==> config.mk <==
export PLATFORM = sky130hd
export DESIGN_NAME = ptbd_front
export DESIGN_NICKNAME = d
export VERILOG_FILES = /design/src/rtl/core/ptbd_pkg.sv /design/src/rtl/core/ptbd_front.sv
export SDC_FILE = /design/constraint.sdc
export NUM_CORES = 1
export LEC_CHECK = 0
export BUFFER_PORTS_ARGS = -buffer_cell sky130_fd_sc_hd__buf_2
export CAP_MARGIN = 20
export CORE_UTILIZATION = 41
export DETAILED_ROUTE_END_ITERATION = 16
export PLACE_DENSITY = 0.75
export RECOVER_POWER = 100
export REMOVE_ABC_BUFFERS = 1
export SLEW_MARGIN = 5
export SYNTH_ARGS = -nofsm -noshare
export SYNTH_HDL_FRONTEND = slang
export SYNTH_SLANG_ARGS = --single-unit
==> constraint.sdc <==
create_clock -name clk -period 2.9 [get_ports clk]
set_input_delay 0.29 -clock clk [delete_from_list [all_inputs] [get_ports clk]]
set_output_delay 0.29 -clock clk [all_outputs]
set_load 0.005 [all_outputs]
==> src/rtl/core/ptbd_pkg.sv <==
// Package with shared types and constants of the paletted box downscale core.
package ptbd_pkg;

	localparam int MaxDim = 512;
	localparam int SrcDepth = 65536;
	localparam int SrcAw = $clog2(SrcDepth);
	localparam int DimW = 10;
	localparam int CoordW = 9;
	// Numerator (4*511+3)*512 fits in 20 bits, kept at 21; divisor 4*512 needs 12 bits.
	localparam int NumW = 21;
	localparam int DenW = 12;
	localparam int QuoW = 10;
	localparam int QueueDepth = 4;
	localparam int QueueAw = $clog2(QueueDepth);

	localparam logic [1:0] OpPal = 2'd0;
	localparam logic [1:0] OpSrc = 2'd1;
	localparam logic [1:0] OpPix = 2'd2;
	localparam logic [1:0] OpNop = 2'd3;

	localparam logic [2:0] RegSrcW = 3'd0;
	localparam logic [2:0] RegSrcH = 3'd1;
	localparam logic [2:0] RegDstW = 3'd2;
	localparam logic [2:0] RegDstH = 3'd3;
	localparam logic [2:0] RegMask = 3'd4;
	localparam logic [2:0] RegTrans = 3'd5;

	typedef struct packed {
		logic [1:0]  op;
		logic [15:0] write_address;
		logic [23:0] write_value;
		logic [8:0]  out_x;
		logic [8:0]  out_y;
	} in_item_t;

	typedef struct packed {
		logic [7:0] red;
		logic [7:0] green;
		logic [7:0] blue;
		logic [7:0] alpha;
	} out_item_t;

	// Classified command passed from the front part to the back part.
	typedef struct packed {
		logic [1:0]        op;
		logic [SrcAw-1:0]  addr;
		logic [23:0]       value;
		logic [CoordW-1:0] x;
		logic [CoordW-1:0] y;
	} cmd_t;

	// Clamp a size register into 1..MaxDim.
	function automatic logic [DimW-1:0] eff_dim(input logic [DimW-1:0] v);
		logic [DimW-1:0] r;
		r = v;
		if (v == '0) r = DimW'(1);
		else if (v > DimW'(MaxDim)) r = DimW'(MaxDim);
		return r;
	endfunction

endpackage

==> src/rtl/core/ptbd_front.sv <==
// Front part: accepts items, clamps coordinates and queues commands.
module ptbd_front (
	input  logic                  clk,
	input  logic                  arst_n,
	input  logic                  in_valid,
	output logic                  in_stall,
	input  ptbd_pkg::in_item_t    in_data,
	input  logic [ptbd_pkg::DimW-1:0] tw,
	input  logic [ptbd_pkg::DimW-1:0] th,
	output logic                  cmd_valid,
	input  logic                  cmd_take,
	output ptbd_pkg::cmd_t        cmd
);

	ptbd_pkg::cmd_t q_mem [ptbd_pkg::QueueDepth];
	logic [ptbd_pkg::QueueAw-1:0] wr_q, rd_q;
	logic [ptbd_pkg::QueueAw:0]   cnt_q;
	ptbd_pkg::cmd_t nc;
	logic [ptbd_pkg::DimW-1:0] xm, ym;
	logic push;

	assign in_stall = (cnt_q == (ptbd_pkg::QueueAw+1)'(ptbd_pkg::QueueDepth));
	assign push = in_valid && !in_stall;
	assign cmd_valid = (cnt_q != '0);
	assign cmd = q_mem[rd_q];

	// Classify and clamp the incoming beat.
	always_comb begin
		xm = tw - ptbd_pkg::DimW'(1);
		ym = th - ptbd_pkg::DimW'(1);
		nc.op = in_data.op;
		nc.addr = in_data.write_address[ptbd_pkg::SrcAw-1:0];
		nc.value = in_data.write_value;
		nc.x = ({1'b0, in_data.out_x} > xm) ? xm[ptbd_pkg::CoordW-1:0] : in_data.out_x;
		nc.y = ({1'b0, in_data.out_y} > ym) ? ym[ptbd_pkg::CoordW-1:0] : in_data.out_y;
	end

	always_ff @(posedge clk) begin
		if (push) q_mem[wr_q] <= nc;
	end

	// Queue pointers.
	always_ff @(posedge clk or negedge arst_n) begin
		if (!arst_n) begin
			wr_q <= '0;
			rd_q <= '0;
			cnt_q <= '0;
		end else begin
			if (push) wr_q <= wr_q + 1'b1;
			if (cmd_take) rd_q <= rd_q + 1'b1;
			cnt_q <= cnt_q + (ptbd_pkg::QueueAw+1)'(push) - (ptbd_pkg::QueueAw+1)'(cmd_take);
		end
	end

endmodule

==> flow_metrics.env <==
export IMPL_insertion_delay_ns=0.51
export IMPL_ant_nets=0
export IMPL_period_minus_slack_ns=2.77
export IMPL_drtPass1Iterations=5
export IMPL_critPathKind="in2reg"
export IMPL_finalSetupViolations=0
export IMPL_via_per_inst=5.01
export IMPL_synthTopCellsByCount="edfxtp_1 (240), mux4_2 (60), inv_1 (28), ha_1 (26), mux2i_1 (18)"
export IMPL_ios=146
export IMPL_synth_top_area_frac=0.721
export IMPL_r2r_end="q_mem[3][58]"
export IMPL_async_flop_share=0.0283
export IMPL_fin_skew_ns=0.0108
export IMPL_design_area_um2=12500
export IMPL_drt_iter0_markers=254
export IMPL_worstMarginPinSlew_ns=1.23
export IMPL_setup_tns_ns=0
export IMPL_use_met3=0.0279
export IMPL_numCtsBuffers=26
export IMPL_ys_types=32
export IMPL_gr_usage_all_layers=0.153
export IMPL_clock_root_buffer="clkbuf_16"
export IMPL_nets=822
export IMPL_start_util=0.422
export IMPL_yosys_warnings=0
export IMPL_startpoint_type="input pin"
export IMPL_finalMaxSlewViolations=0
export IMPL_dieArea_um2=25000
export IMPL_numClockSinks=247
export IMPL_num_vias=5250
export IMPL_syn_area_um2=10000
export IMPL_place_port_buffers=145
export IMPL_avgSynthCellArea_um2=21.2
export IMPL_grt_antenna_before_repair=1
export IMPL_clockBufferDepth=3
export IMPL_ir_drop_v=0.000402
export IMPL_fp_row_count=56
export IMPL_yosysTopAreaCell="edfxtp_1"
export IMPL_hp_class="in2reg"
export IMPL_cts_tree="yes"
export IMPL_pwr_density_cell_nw_per_um2=884
export IMPL_fillers=1960
export IMPL_synth_area_leaders="edfxtp_1 (72%), mux4_2 (14%), ha_1 (3.3%)"
export IMPL_wl_mm=18.8
export IMPL_rrSetupSlack_ns=0.15
export IMPL_rsz0062_at_grt="false"
export IMPL_critical_path_required_ns=3.18
export IMPL_grt_max_degree=34
export IMPL_slew_headroom=0.178
export IMPL_drc_errors=0
export IMPL_area_growth_synth_to_final_pct=24.6
export IMPL_gp_congestion=0.886
export IMPL_drv_cap=0
export IMPL_hpwl_mm=12.3
export IMPL_clkTransAtPathRegs_ns=0.06
export IMPL_dieHeight_um=158
export IMPL_synthCells=472
export IMPL_grt_overflow_total=0
export IMPL_hold_viol=0
export IMPL_core_area_um2=23700
export IMPL_cp_arrival_ns=3.05
export IMPL_hp_start="in_data[24]"
export IMPL_power_leakage_uw=0.00430
export IMPL_crit_path_end_kind="flop"
export IMPL_place_area_um2=11500
export IMPL_wl_per_cell_um=17.9
export IMPL_drive_gt1_frac=0.283
export IMPL_met2_usage=0.276
export IMPL_period_share=0.954
export IMPL_synthMostInstantiatedCell="edfxtp_1"
export IMPL_timing_fmax_mhz=362
export IMPL_status="finished clean"
export IMPL_ys_seq_area_frac=0.738
export IMPL_worst_hold_path_endpoint="q_mem[2][24]"
export IMPL_reg2reg_depth=4
export IMPL_fp_dieW_um=158
export IMPL_grt_pass1_wl_mm=29.4
export IMPL_hold_depth=1
export IMPL_ys_seq_elements=247
export IMPL_synth_ff_type="edfxtp_1"
export IMPL_reg2reg_from="cnt_q[2]"
export IMPL_top_usage_layer="met2"
export IMPL_worst_path_max_fanout=6
export IMPL_synth_edff_count=240
export IMPL_grt_pass1_vias=5669
export IMPL_grtUsageMet1=0.190
export IMPL_htreeDepth=1
==> where the power goes <==
group          total, uW  switching (uW)  internal [uW]
sequential          4990             248           4750
combinational       3030            1560           1470
clock               3000            1220           1780
total              11000            3020           8000
==> state kept, by name, indices dropped and copies added, names as in the netlist <==
register  flops
q_mem       240
cnt_q         3
rd_q          2
wr_q          2
==> how the worst max path moves through the flow <==
stage | startpoint | endpoint | cells past startpoint
after floorplan | th[0] | q_mem[0][0] | 10
after global routing | cnt_q[2] | q_mem[3][58] | 4
final | tw[0] | q_mem[1][15] | 10
after CTS | tw[0] | q_mem[0][16] | 10
after detailed placement | tw[0] | q_mem[0][16] | 10
after global placement | th[3] | q_mem[0][8] | 11
==> logic make-up after synthesis <==
kind of cell,after synthesis,synth area share
flops,247,0.738
xor+xnor,21,0.0184
mux,78,0.153
buf+inv,45,0.0191
simple gates,39,0.0268
fa+ha+maj,27,0.0345
compound gates,15,0.00976
==> layout make-up <==
cell class                      instances  area (um2)  share of cell area
Tap cell                              319         399              0.0320
Inverter                               28         105             0.00843
Multi-Input combinational cell        180        2450               0.197
Antenna cell                            1        2.50            0.000201
Clock inverter                         11        80.1             0.00643
Clock buffer                           34         702              0.0563
Timing Repair Buffer                  228        1340               0.107
Sequential cell                       247        7390               0.593
==> critical path: stages <==
cell      delay (ns)
buf_2           0.12
or4_4           0.54
nor4_1          0.25
xnor2_1         0.21
ha_1            0.31
a211oi_1        0.35
a21boi_0        0.36
nor4_2          0.11
buf_4           0.19
mux2i_1         0.31
==> cell usage in the layout (no fill, tap or decap), types with 2 or more instances in the layout <==
cell type,netlist,final
nand2_1,4,4
nor2_1,2,2
nor4_2,1,3
buf_6,2,2
or4_4,2,2
xnor2_1,16,16
clkbuf_2,0,4
o21ai_0,5,5
a21boi_0,2,2
nor3b_1,5,5
dlygate4sd3_1,0,41
nor4_1,4,2
nor2b_1,3,3
nand3_1,2,2
a21oi_1,4,4
mux4_2,60,60
a211oi_1,2,2
clkbuf_16,0,27
clkinv_2,0,3
xor2_1,5,5
buf_4,0,29
inv_1,28,28
and4_1,4,4
o2111a_1,2,2
or3_1,2,2
dfrtp_1,7,5
nor3_1,3,3
ha_1,26,26
mux2i_1,18,17
buf_2,6,64
and2_4,0,3
edfxtp_1,240,240
clkinv_1,0,5
clkbuf_1,9,94
==> what timing repair did <==
item / in CTS / in global routing
hold endpoints to repair: 161 / 0
setup endpoints to repair: 0 / 4
hold buffers: 41 / 0
buffers inserted: 0 / 0
resized for setup: 0 / 1
==> through the flow <==
stage	hold slack (ns)	std cells	utilization	power [uW]	setup WS (ns)
floorplan	-0.00559	455	-	6930	-0.901
global placement	0.122	961	0.484	8200	-0.128
detailed placement	0.131	961	0.484	8310	-0.339
CTS	0.0000313	1047	0.534	11400	0.132
global route	0.0854	1048	0.526	11600	0.0237
finish	0.0940	1048	0.526	11000	0.135
==> routing by layer <==
metal,part of all wire,vias up,wire length (um)
met2,0.51,182,9660
met3,0.059,26,1120
met4,0.014,0,264
li1,-,2400,-
met5,0,-,0
met1,0.41,2642,7760
Power figures use the tool's default switching activity.
